<file path="src/rtl/bia_pkg.sv">
// Shared types and codes for the bitmap identifier allocator.
package bia_pkg;

   localparam int OP_W     = 2;
   localparam int IDENT_W  = 10;
   localparam int STATUS_W = 2;

   localparam logic [OP_W-1:0] OP_ALLOC = 2'd0;
   localparam logic [OP_W-1:0] OP_FREE  = 2'd1;
   localparam logic [OP_W-1:0] OP_CHECK = 2'd2;

   localparam logic [STATUS_W-1:0] STAT_OK      = 2'd0;
   localparam logic [STATUS_W-1:0] STAT_NO_FREE = 2'd1;
   localparam logic [STATUS_W-1:0] STAT_BAD_ID  = 2'd2;

   typedef struct packed {
      logic clr_write;
      logic take;
      logic alloc_start;
      logic first_eval;
      logic scan_eval;
      logic no_free;
      logic commit;
      logic div_mul;
      logic div_rem;
      logic look;
      logic load_rsp;
   } bia_cmd_type;

   typedef struct packed {
      logic hit;
      logic scan_last;
      logic clr_last;
   } bia_stat_type;

endpackage

</file>
<file path="src/rtl/bia_ctrl.sv">
// Controller state machine for the bitmap identifier allocator.
module bia_ctrl
   import bia_pkg::*;
(
   input  logic              clock,
   input  logic              reset,
   input  logic              req_valid,
   input  logic [OP_W-1:0]   req_operation,
   output logic              req_ready,
   output logic              rsp_valid,
   input  logic              rsp_ready,
   input  bia_stat_type      stat,
   output bia_cmd_type       cmd
);

   localparam logic [3:0] S_CLEAR  = 4'd0;
   localparam logic [3:0] S_IDLE   = 4'd1;
   localparam logic [3:0] S_FIRST  = 4'd2;
   localparam logic [3:0] S_SCAN   = 4'd3;
   localparam logic [3:0] S_COMMIT = 4'd4;
   localparam logic [3:0] S_DIV    = 4'd5;
   localparam logic [3:0] S_REM    = 4'd6;
   localparam logic [3:0] S_LOOK   = 4'd7;
   localparam logic [3:0] S_DONE   = 4'd8;

   logic [3:0] state_ff, state_in;
   logic       rsp_valid_ff, rsp_valid_in;

   always_comb begin
      cmd          = '0;
      state_in     = state_ff;
      rsp_valid_in = rsp_valid_ff && !rsp_ready;
      req_ready    = (state_ff == S_IDLE);
      case (state_ff)
         S_CLEAR: begin
            cmd.clr_write = 1'b1;
            if (stat.clr_last) begin
               state_in = S_IDLE;
            end
         end
         S_IDLE: begin
            if (req_valid) begin
               cmd.take = 1'b1;
               if (req_operation == OP_ALLOC) begin
                  cmd.alloc_start = 1'b1;
                  state_in        = S_FIRST;
               end else if (req_operation inside {OP_FREE, OP_CHECK}) begin
                  state_in = S_DIV;
               end else begin
                  state_in = S_DONE;
               end
            end
         end
         S_FIRST: begin
            cmd.first_eval = 1'b1;
            state_in       = stat.hit ? S_COMMIT : S_SCAN;
         end
         S_SCAN: begin
            cmd.scan_eval = 1'b1;
            if (stat.hit) begin
               state_in = S_COMMIT;
            end else if (stat.scan_last) begin
               cmd.no_free = 1'b1;
               state_in    = S_DONE;
            end
         end
         S_COMMIT: begin
            cmd.commit = 1'b1;
            state_in   = S_DONE;
         end
         S_DIV: begin
            cmd.div_mul = 1'b1;
            state_in    = S_REM;
         end
         S_REM: begin
            cmd.div_rem = 1'b1;
            state_in    = S_LOOK;
         end
         S_LOOK: begin
            cmd.look = 1'b1;
            state_in = S_DONE;
         end
         S_DONE: begin
            if (!rsp_valid_ff || rsp_ready) begin
               cmd.load_rsp = 1'b1;
               rsp_valid_in = 1'b1;
               state_in     = S_IDLE;
            end
         end
         default: begin
            state_in = S_IDLE;
         end
      endcase
   end

   always_ff @(posedge clock) begin
      if (reset) begin
         state_ff     <= S_CLEAR;
         rsp_valid_ff <= 1'b0;
      end else begin
         state_ff     <= state_in;
         rsp_valid_ff <= rsp_valid_in;
      end
   end

   assign rsp_valid = rsp_valid_ff;

   a_write_excl: assert property (@(posedge clock) disable iff (reset)
      $onehot0({cmd.clr_write, cmd.commit, cmd.look}))
      else $error("bitmap write sources overlap");

   a_load_free: assert property (@(posedge clock) disable iff (reset)
      cmd.load_rsp |-> (!rsp_valid_ff || rsp_ready))
      else $error("result overwrites a pending beat");

   a_rsp_from_done: assert property (@(posedge clock) disable iff (reset)
      $rose(rsp_valid_ff) |-> $past(state_ff == S_DONE))
      else $error("result raised outside done state");

   a_scan_ends: assert property (@(posedge clock) disable iff (reset)
      (state_ff == S_SCAN && !stat.hit && stat.scan_last) |=> state_ff == S_DONE)
      else $error("scan ran past the last word");

endmodule

</file>
<file path="src/rtl/bia_dp.sv">
// Datapath of the bitmap identifier allocator: bitmap memory, search and result registers.
module bia_dp
   import bia_pkg::*;
#(
   parameter int NUM_IDS   = 1024,
   parameter int WORD_BITS = 32
)
(
   input  logic                  clock,
   input  logic                  reset,
   input  logic [OP_W-1:0]       req_operation,
   input  logic [IDENT_W-1:0]    req_ident,
   input  bia_cmd_type           cmd,
   output bia_stat_type          stat,
   output logic [IDENT_W-1:0]    rsp_result_ident,
   output logic [STATUS_W-1:0]   rsp_status,
   output logic                  rsp_in_use
);

   localparam int ID_WORDS  = (NUM_IDS - 1) / WORD_BITS + 1;
   localparam int ID_TOTAL  = ID_WORDS * WORD_BITS;
   localparam int WA        = (ID_WORDS > 1) ? $clog2(ID_WORDS) : 1;
   localparam int BA        = $clog2(WORD_BITS);
   localparam int DIV_SHIFT = IDENT_W + BA;
   localparam int DIV_MULT  = (2 ** DIV_SHIFT + WORD_BITS - 1) / WORD_BITS;
   localparam int PW        = DIV_SHIFT + IDENT_W;

   logic [WORD_BITS-1:0] use_bitmap_ff [ID_WORDS];
   logic [WORD_BITS-1:0] rd_data_ff;
   logic [WA-1:0]        rd_addr;
   logic                 wr_en;
   logic [WA-1:0]        wr_addr;
   logic [WORD_BITS-1:0] wr_data;

   logic [WA-1:0]        clr_cnt_ff;
   logic [WA-1:0]        last_word_ff;
   logic [BA-1:0]        last_bit_ff;
   logic [WA-1:0]        scan_word_ff;
   logic [WA-1:0]        scan_cnt_ff;
   logic [BA-1:0]        start_bit_ff;
   logic [WA-1:0]        found_word_ff;
   logic [WORD_BITS-1:0] found_data_ff;
   logic [WORD_BITS-1:0] found_free_ff;
   logic [OP_W-1:0]      op_ff;
   logic [IDENT_W-1:0]   ident_ff;
   logic [IDENT_W-1:0]   quot_ff;
   logic [BA-1:0]        rem_ff;
   logic [WA-1:0]        look_word_ff;
   logic                 id_ok_ff;
   logic [IDENT_W-1:0]   res_ident_ff;
   logic [STATUS_W-1:0]  res_status_ff;
   logic                 res_in_use_ff;
   logic [IDENT_W-1:0]   rsp_ident_ff;
   logic [STATUS_W-1:0]  rsp_status_ff;
   logic                 rsp_in_use_ff;

   logic [WA-1:0]        start_word;
   logic [BA-1:0]        start_bit;
   logic [WA-1:0]        scan_next;
   logic [WORD_BITS-1:0] low_mask;
   logic [WORD_BITS-1:0] free_bits;
   logic                 hit;
   logic [BA-1:0]        low_bit;
   logic [WORD_BITS-1:0] low_onehot;
   logic [31:0]          rid_full;
   logic [PW-1:0]        prod;
   logic [31:0]          quot_times;
   logic [IDENT_W-1:0]   rem_full;
   logic [WA+IDENT_W-1:0] quot_ext;
   logic [WA-1:0]        quot_addr;
   logic                 id_ok;
   logic [WORD_BITS-1:0] rem_onehot;
   logic                 look_used;

   // next-fit start point, one past the last identifier, wrapping to 1
   always_comb begin
      if (last_bit_ff == BA'(WORD_BITS - 1)) begin
         if (last_word_ff == WA'(ID_WORDS - 1)) begin
            start_word = '0;
            start_bit  = BA'(1);
         end else begin
            start_word = last_word_ff + 1'b1;
            start_bit  = '0;
         end
      end else begin
         start_word = last_word_ff;
         start_bit  = last_bit_ff + 1'b1;
      end
   end

   assign scan_next = (scan_word_ff == WA'(ID_WORDS - 1)) ? '0 : scan_word_ff + 1'b1;
   assign low_mask  = cmd.first_eval ? ~({WORD_BITS{1'b1}} << start_bit_ff) : '0;
   assign free_bits = ~(rd_data_ff | low_mask);
   assign hit       = |free_bits;

   always_comb begin
      low_bit = '0;
      for (int i = WORD_BITS - 1; i >= 0; i--) begin
         if (found_free_ff[i]) begin
            low_bit = BA'(i);
         end
      end
   end

   assign low_onehot = WORD_BITS'(1) << low_bit;
   assign rid_full   = 32'(found_word_ff) * 32'(WORD_BITS) + 32'(low_bit);

   // ident / WORD_BITS by reciprocal multiply, exact over the ident range
   assign prod       = PW'(ident_ff) * PW'(DIV_MULT);
   assign quot_times = 32'(quot_ff) * 32'(WORD_BITS);
   assign rem_full   = ident_ff - quot_times[IDENT_W-1:0];
   assign quot_ext   = (WA + IDENT_W)'(quot_ff);
   assign quot_addr  = quot_ext[WA-1:0];
   assign id_ok      = (ident_ff != '0) && (32'(ident_ff) < 32'(ID_TOTAL));
   assign rem_onehot = WORD_BITS'(1) << rem_ff;
   assign look_used  = id_ok_ff && rd_data_ff[rem_ff];

   always_comb begin
      if (cmd.alloc_start) begin
         rd_addr = start_word;
      end else if (cmd.div_rem) begin
         rd_addr = quot_addr;
      end else begin
         rd_addr = scan_next;
      end
   end

   always_comb begin
      wr_en   = 1'b0;
      wr_addr = clr_cnt_ff;
      wr_data = '0;
      if (cmd.clr_write) begin
         wr_en   = 1'b1;
         wr_data = (clr_cnt_ff == '0) ? WORD_BITS'(1) : '0;
      end else if (cmd.commit) begin
         wr_en   = 1'b1;
         wr_addr = found_word_ff;
         wr_data = found_data_ff | low_onehot;
      end else if (cmd.look && op_ff == OP_FREE && look_used) begin
         wr_en   = 1'b1;
         wr_addr = look_word_ff;
         wr_data = rd_data_ff & ~rem_onehot;
      end
   end

   always_ff @(posedge clock) begin
      if (wr_en) begin
         use_bitmap_ff[wr_addr] <= wr_data;
      end
      rd_data_ff <= use_bitmap_ff[rd_addr];
   end

   always_ff @(posedge clock) begin
      if (reset) begin
         clr_cnt_ff   <= '0;
         last_word_ff <= '0;
         last_bit_ff  <= '0;
      end else begin
         if (cmd.clr_write) begin
            clr_cnt_ff <= clr_cnt_ff + 1'b1;
         end
         if (cmd.commit) begin
            last_word_ff <= found_word_ff;
            last_bit_ff  <= low_bit;
         end
      end
   end

   always_ff @(posedge clock) begin
      if (cmd.take) begin
         op_ff         <= req_operation;
         ident_ff      <= req_ident;
         res_ident_ff  <= '0;
         res_in_use_ff <= 1'b0;
         res_status_ff <= (req_operation inside {OP_ALLOC, OP_FREE, OP_CHECK}) ?
                          STAT_OK : STAT_BAD_ID;
      end
      if (cmd.alloc_start) begin
         scan_word_ff <= start_word;
         start_bit_ff <= start_bit;
      end
      if (cmd.first_eval || cmd.scan_eval) begin
         if (hit) begin
            found_word_ff <= scan_word_ff;
            found_data_ff <= rd_data_ff;
            found_free_ff <= free_bits;
         end else begin
            scan_word_ff <= scan_next;
         end
      end
      if (cmd.first_eval) begin
         scan_cnt_ff <= '0;
      end else if (cmd.scan_eval && !hit) begin
         scan_cnt_ff <= scan_cnt_ff + 1'b1;
      end
      if (cmd.no_free) begin
         res_status_ff <= STAT_NO_FREE;
      end
      if (cmd.commit) begin
         res_ident_ff <= rid_full[IDENT_W-1:0];
      end
      if (cmd.div_mul) begin
         quot_ff <= prod[DIV_SHIFT +: IDENT_W];
      end
      if (cmd.div_rem) begin
         rem_ff       <= rem_full[BA-1:0];
         look_word_ff <= quot_addr;
         id_ok_ff     <= id_ok;
      end
      if (cmd.look) begin
         if (op_ff == OP_CHECK) begin
            res_in_use_ff <= look_used;
         end else begin
            res_status_ff <= look_used ? STAT_OK : STAT_BAD_ID;
         end
      end
      if (cmd.load_rsp) begin
         rsp_ident_ff  <= res_ident_ff;
         rsp_status_ff <= res_status_ff;
         rsp_in_use_ff <= res_in_use_ff;
      end
   end

   assign stat.hit       = hit;
   assign stat.scan_last = (scan_cnt_ff == WA'(ID_WORDS - 1));
   assign stat.clr_last  = (clr_cnt_ff == WA'(ID_WORDS - 1));

   assign rsp_result_ident = rsp_ident_ff;
   assign rsp_status       = rsp_status_ff;
   assign rsp_in_use       = rsp_in_use_ff;

   a_commit_free: assert property (@(posedge clock) disable iff (reset)
      cmd.commit |-> |found_free_ff)
      else $error("commit without a free bit");

   a_commit_last: assert property (@(posedge clock) disable iff (reset)
      cmd.commit |=> (last_word_ff == $past(found_word_ff)))
      else $error("last identifier not updated on commit");

endmodule

</file>
<file path="src/rtl/bitmap_id_allocator.sv">
// Top level of the next-fit bitmap identifier allocator.
//
//   channel | direction | ports
//   req     | in        | req_valid, req_ready, req_operation, req_ident
//   rsp     | out       | rsp_valid, rsp_ready, rsp_result_ident, rsp_status, rsp_in_use
//
// Allocate: the start word alone is read and evaluated when it has a free bit at or above the start point; otherwise
//   the bitmap is scanned one word per cycle through a single memory read port.
// Free and check: reciprocal divide, remainder, word read. A bad opcode goes straight to the result.
// After reset a clearing pass writes all ID_WORDS words, one per cycle, with req_ready low.
// One finished result is held in the output register; the next is held until rsp_ready.
module bitmap_id_allocator
   import bia_pkg::*;
#(
   parameter int NUM_IDS   = 1024,
   parameter int WORD_BITS = 32
)
(
   input  logic                  clock,
   input  logic                  reset,
   input  logic                  req_valid,
   output logic                  req_ready,
   input  logic [OP_W-1:0]       req_operation,
   input  logic [IDENT_W-1:0]    req_ident,
   output logic                  rsp_valid,
   input  logic                  rsp_ready,
   output logic [IDENT_W-1:0]    rsp_result_ident,
   output logic [STATUS_W-1:0]   rsp_status,
   output logic                  rsp_in_use
);

   bia_cmd_type  cmd;
   bia_stat_type stat;

   bia_ctrl u_ctrl (
      .clock         (clock),
      .reset         (reset),
      .req_valid     (req_valid),
      .req_operation (req_operation),
      .req_ready     (req_ready),
      .rsp_valid     (rsp_valid),
      .rsp_ready     (rsp_ready),
      .stat          (stat),
      .cmd           (cmd)
   );

   bia_dp #(
      .NUM_IDS   (NUM_IDS),
      .WORD_BITS (WORD_BITS)
   ) u_dp (
      .clock            (clock),
      .reset            (reset),
      .req_operation    (req_operation),
      .req_ident        (req_ident),
      .cmd              (cmd),
      .stat             (stat),
      .rsp_result_ident (rsp_result_ident),
      .rsp_status       (rsp_status),
      .rsp_in_use       (rsp_in_use)
   );

endmodule
</file>
<file path="config.mk">
export PLATFORM = sky130hd
export DESIGN_NAME = bitmap_id_allocator
export DESIGN_NICKNAME = d
export VERILOG_FILES = /design/src/rtl/bia_pkg.sv /design/src/rtl/bia_ctrl.sv /design/src/rtl/bia_dp.sv /design/src/rtl/bitmap_id_allocator.sv
export SDC_FILE = /design/constraint.sdc
export NUM_CORES = 2
export LEC_CHECK = 0
export BUFFER_PORTS_ARGS = -buffer_cell sky130_fd_sc_hd__buf_2
export CORE_ASPECT_RATIO = 1.2
export CORE_UTILIZATION = 65
export CTS_BUF_LIST = sky130_fd_sc_hd__clkbuf_2
export DETAILED_ROUTE_END_ITERATION = 8
export PLACE_DENSITY = 0.81
export SLEW_MARGIN = 20
export SYNTH_ARGS = -nofsm -noshare
export SYNTH_HDL_FRONTEND = slang
export SYNTH_SLANG_ARGS = --single-unit
</file>
<file path="constraint.sdc">
create_clock -name clock -period 5 [get_ports clock]
set_input_delay 0.75 -clock clock [delete_from_list [all_inputs] [get_ports clock]]
set_output_delay 0.75 -clock clock [all_outputs]
set_load 0.02 [all_outputs]
</file>
# Yosys cells after proc, flatten, opt, wreduce, memory -nomap -nowiden

Memory sizes are Yosys's and may differ from the RTL's. A register that Yosys moved wholly into a read port is not among the register bits.
Index checks and enable logic that the tools add are counted.

Eq/ne operators: 21
Reductions and logical operators: 21
$lt $le $gt $ge: 1
Bitwise gates (word level): 6
$add $sub $neg: 7
Mux-type cells: 93
Shift-type cells: 3

Operator list:

| operator                                                                      | count |
|---|---|
| 5-bit 2-to-1 mux                                                              | 44 |
| 32-bit 2-to-1 mux                                                             | 4 |
| 32-bit inverter                                                               | 3 |
| 32-bit OR                                                                     | 2 |
| 1-bit by 5-bit << shifter with 32-bit output (first input constant)           | 2 |
| 32-bit AND                                                                    | 1 |
| 4-bit one-hot mux with 8 select lines                                         | 1 |
| 32-bit OR reduction                                                           | 1 |
| 32-bit by 5-bit << shifter with 32-bit output (first input constant)          | 1 |
| 4-bit 2-to-1 mux                                                              | 7 |
| 5-bit by 1-bit adder with 5-bit output (second input constant)                | 5 |
| 5-bit equality test (second input constant)                                   | 5 |
| 1-bit 2-to-1 mux                                                              | 24 |
| 10-bit 2-to-1 mux                                                             | 2 |
| 2-bit 2-to-1 mux                                                              | 9 |
| 4-bit by 3-bit equality test with 1-bit output (second input constant)        | 4 |
| 10-bit by 5-bit adder with 10-bit output                                      | 1 |
| 10-bit nonzero test                                                           | 1 |
| 4-bit by 2-bit equality test with 1-bit output (second input constant)        | 2 |
| 5-bit by 6-bit less-than comparator with 1-bit output (second input constant) | 1 |
| 1-bit binary-select mux with 5-bit select                                     | 1 |
| 1-bit logical AND                                                             | 5 |
| 5-bit logical NOT                                                             | 1 |
| 5-bit by 1-bit subtractor with 5-bit output (second input constant)           | 1 |
| other kinds (17)                                                              | 24 |

Word-level logic and storage cells: 176
Register bits: 158
Output and inout port bits: 15
RAM bits: 1024
Memories: 1
Input port bits: 16

Memory list:

| name               | words | bits a word | rd ports | clocked after Yosys merged registers in | wr ports | RTL line     | text |
|---|---|---|---|---|---|---|---|
| u_dp.use_bitmap_ff | 32    | 32          | 1        | 1                                       | 1        | bia_dp.sv:28 | `logic [WORD_BITS-1:0] use_bitmap_ff [ID_WORDS];` |

# Longest topological paths before layout

Depth in word-level cells: 36
Gate-level depth with buffers: 12
Depth with buffers taken out: 10

# By module

Synthesis repeated with hierarchy kept, for this count alone.

Cells, all modules: 2519
Area total of the unflattened synthesis: 48382.7 um^2

Modules (own cells, without submodules):

| module   | cells each | sequential area each (um^2) | area an instance (um^2) | instances |
|---|---|---|---|---|
| bia_dp   | 2459       | 35704.2                     | 47909.7                 | 1 |
| bia_ctrl | 60         | 100.1                       | 473.0                   | 1 |

# Worst setup path after synthesis

No wires, ideal clock.

Path kind: reg-to-reg
From: reg u_dp.rem_ff[0]
To: mem u_dp.use_bitmap_ff[18][0], enable pin
Path slack: 0.588 ns
Stages on the path, launching flop included: 11
Buffers on the path: 3
Arrival: 3.991 ns
Clock period less this slack: 4.412 ns
Cells stage by stage: edfxtp_1 > buf_6 > buf_12 > mux4_2 > mux2i_1 > mux4_2 > or2_4 > buf_6 > o221a_4 > or3b_4 > nor2_1

Cells in the longest elaborated chain, start to end: 9

RTL lines:

| what                                        | RTL line      | text |
|---|---|---|
| from (decl)                                 | bia_dp.sv:47  | `logic [BA-1:0] rem_ff;` |
| from (signal assigned)                      | bia_dp.sv:206 | `rem_ff <= rem_full[BA-1:0];` |
| 1-bit binary-select mux with 5-bit select * | bia_dp.sv:116 | `assign look_used = id_ok_ff && rd_data_ff[rem_ff];` |
| 1-bit 2-to-1 mux (implied by the code) *    | bia_dp.sv:116 |  |
| 1-bit logical AND *                         | bia_dp.sv:116 |  |
| 1-bit logical AND *                         | bia_dp.sv:139 | `end else if (cmd.look && op_ff == OP_FREE && look_used) begin` |
| 1-bit 2-to-1 mux                            | bia_dp.sv:139 |  |
| 1-bit 2-to-1 mux                            | bia_dp.sv:135 | `end else if (cmd.commit) begin` |
| 1-bit 2-to-1 mux                            | bia_dp.sv:132 | `if (cmd.clr_write) begin` |
| 1-bit 2-to-1 mux                            | bia_dp.sv:147 | `if (wr_en) begin` |
| 1-bit 2-to-1 mux (implied by the code)      | bia_dp.sv:148 | `use_bitmap_ff[wr_addr] <= wr_data;` |
| to (decl)                                   | bia_dp.sv:28  |  |

Mark *: on every way between the ends. The rest lies on a longest branch, timed or not. The select of a mux whose other input is x is not followed.

==> results_dict.tcl <==
set metrics [dict create \
    clock_tree.buffer_depth 4 \
    cts_resized 0 \
    grt_max_degree 70 \
    die_h_um 298 \
    final_common_cell "edfxtp_1" \
    rrSetupSlack_ps 690 \
    postSynthAreaPerCell_um2 19.6 \
    gr-total-overflow 0 \
    cts.hold.buffers_added 25 \
    io_pins 31 \
    period_minus_slack_ps 4310 \
    ctsRootBufferMaster "clkbuf_2" \
    p_per_area_mw_per_mm2 527 \
    drcViolationCount 0 \
    grt_pass1_wl_mm 174 \
    gp_routability_congestion 0.952 \
    grt_use_met1_pct 42.9 \
    nets 2773 \
    reg2reg_depth 10 \
    cts_made_buffers 290 \
    synthArstFlopShare_pct 0 \
    grt_usage_pct 32.6 \
    synth_edf_count 1149 \
    cts_tree "done" \
    tns_ps 0 \
    drt-total-wl_mm 118 \
    port_buffers 30 \
    cp_top_family "simple AND/OR/NAND/NOR gates" \
    use_met2_pct 52.1 \
    grt_util_met3_pct 8.54 \
    layout_common_cells "edfxtp_1, clkbuf_2, mux4_2" \
    dr.pass1.iters 7 \
    critical_path_required_ps 6330 \
    peakVddDrop_mv 0.430 \
    clock.fmax_mhz 232 \
    pre_cts_slack_ps 613 \
    final_antenna_net_count 0 \
    cap_violations 0 \
    start_util_pct 65.6 \
    leakagePower_nw 16.8 \
    skew_ps 181 \
    worst_setup_path_end_kind "register" \
    crit_type "register to register" \
    synth_flop_cell "edfxtp_1" \
    ys_seq_area_share_pct 75.5 \
    cpMostUsedCell "inv_2" \
    synth_seq_cells 1214 \
    syn_inst 2420 \
    min-delay-path-class "input port to register" \
    place_hpwl_mm 72.9 \
    yosysUniqueCellTypes 85 \
    syn2layout_area_growth_pct 10.4 \
    fin_ws_ps 692 \
    clock_latency_ps 1480 \
    synth_fp_nets 2450 \
    vias 26613 \
    coreArea_mm2 0.0723 \
    crit_path_cell_trace "or4b_4 -> inv_2 -> nand3_4 -> inv_2 -> o221ai_1 -> o21a_1 -> nor3b_4 -> buf_4 -> a22oi_1 -> nand4_1" \
    hold_viol 0 \
    setup_viol 0 \
    tightestPinTransition_ps 1190 \
    synth_area_mm2 0.0474 \
    rsz0062_at_grt "no" \
    reg2reg_from "u_ctrl.state_ff[0]" \
    num-fill-cells 4115 \
    path_depth 10 \
    slowest_stage "nor3b_4" \
    wl_per_cell_um 30.4 \
    clkSinkCount 1214 \
    num_rows 108 \
    crit_buf_inv 3 \
    cp_data_arrival_time_ps 5640 \
    slew_headroom_pct 20.8 \
    max_stage_delay_ps 790 \
    grt_antenna_before_repair 6 \
    run_status "complete, no violations" \
    top_usage_layer "met2" \
    post_dp_cell_area_mm2 0.0496 \
    viasPerCell 6.86 \
    total_power_mw 27.6 \
    drive_gt1_share_pct 32.3 \
    hold_path_depth 2 \
    min_period_over_period_pct 86.2 \
    final_max_slew_viol_count 0 \
    worstPathMaxFanout 19 \
    die_w_um 249 \
    dieArea_mm2 0.0741 \
    drtIter0Drc 3697 \
    design_area_mm2 0.0524 \
    rr_endpoint "u_dp.rd_data_ff[28]" \
    hold_slack_ps 154 \
    grt_pass1_vias 27349 \
    start_kind "register" \
    postCtsSetupBuffers 0 \
    min_to "u_dp.ident_ff[2]" \
    min_from "req_ident[2]" \
    htree_levels 5 \
    path_clk_slew_ps 110 \
    synth_warnings 0 \
]
-- worst max path at each step --
stage | start | to | slack, ps
5_1_grt | u_dp.last_bit_ff[0] | u_dp.rd_data_ff[28] | 510
3_3_place_gp | u_dp.last_bit_ff[0] | u_dp.rd_data_ff[15] | 760
3_5_place_dp | u_dp.last_bit_ff[0] | u_dp.rd_data_ff[15] | 610
2_1_floorplan | u_dp.rem_ff[0] | u_dp.use_bitmap_ff[18][0] | 590
6_report | u_ctrl.state_ff[0] | u_dp.rd_data_ff[28] | 690
4_1_cts | u_dp.last_bit_ff[0] | u_dp.rd_data_ff[24] | 580
-- final cells by class --
| cell class | instances | area, µm² | area share, % |
|---|---|---|---|
| antenna | 4 | 10.0 | 0.0191 |
| clock buffer | 435 | 2180 | 4.16 |
| clock inverter | 56 | 297 | 0.566 |
| inverter | 29 | 109 | 0.208 |
| multi-input combinational | 1044 | 11400 | 21.8 |
| sequential | 1214 | 35800 | 68.3 |
| tap | 935 | 1170 | 2.23 |
| timing repair buffer | 164 | 1410 | 2.70 |
-- Yosys cell counts (all sizes together) (7+ instances only) --
master | n | area [µm²]
edfxtp | 1149 | 34500
mux4 | 265 | 5990
a22oi | 127 | 953
nor2 | 105 | 394
buf | 75 | 398
o21ai | 73 | 369
nand2 | 70 | 263
dfxtp | 65 | 1300
clkbuf | 58 | 221
a21oi | 57 | 289
nand4 | 39 | 244
inv | 29 | 109
nor3 | 24 | 130
nand2b | 18 | 113
nor2b | 17 | 106
ha | 14 | 175
mux2i | 13 | 134
nor4 | 13 | 81.3
o22ai | 13 | 81.3
nand3 | 12 | 72.6
o31ai | 12 | 90.1
a31oi | 11 | 68.8
or2 | 10 | 65.1
a41oi | 9 | 78.8
and3 | 9 | 56.3
or3 | 9 | 56.3
nand3b | 8 | 60.1
and2 | 7 | 43.8
-- per-layer routing --
metal	wire length, µm	vias to the layer above
li1	-	10903
met1	41200	13388
met2	58000	1987
met3	13700	333
met4	5070	2
met5	19	-
-- state kept, by name (all words and copies together), names as in the netlist, 10 cells and up --
register               flops
u_dp.found_free_ff        32
u_dp.res_ident_ff         10
u_dp.rd_data_ff           32
u_dp.ident_ff             10
u_dp.rsp_result_ident     10
u_dp.found_data_ff        32
u_dp.use_bitmap_ff      1024
-- stage by stage --
stage | util, % | std cells
floorplan | - | 2420
global placement | 68.6 | 3358
detailed placement | 68.7 | 3360
CTS | 72.4 | 3876
global route | 72.5 | 3880
finish | 72.5 | 3881
-- where the power goes --
| group | leakage [nW] | internal (mW) | switching [mW] | total (mW) |
|---|---|---|---|---|
| clock | 1.96 | 2.44 | 3.68 | 6.12 |
| combinational | 4.15 | 3.97 | 4.92 | 8.89 |
| sequential | 10.7 | 12.1 | 0.491 | 12.6 |
-- cell families (layout without fill, tap and decap cells) --
family          after synthesis  in the layout  synth area share (%)
xor+xnor                      7              7                 0.129
buf+inv                     162            684                  1.53
fa+ha+maj                    14             14                 0.369
compound gates              369            369                  5.32
simple gates                372            372                  4.18
other cells                   0              4                     0
flops                      1214           1214                  75.5
mux                         282            282                  13.0
No activity file was read; power rests on OpenSTA's default activity.
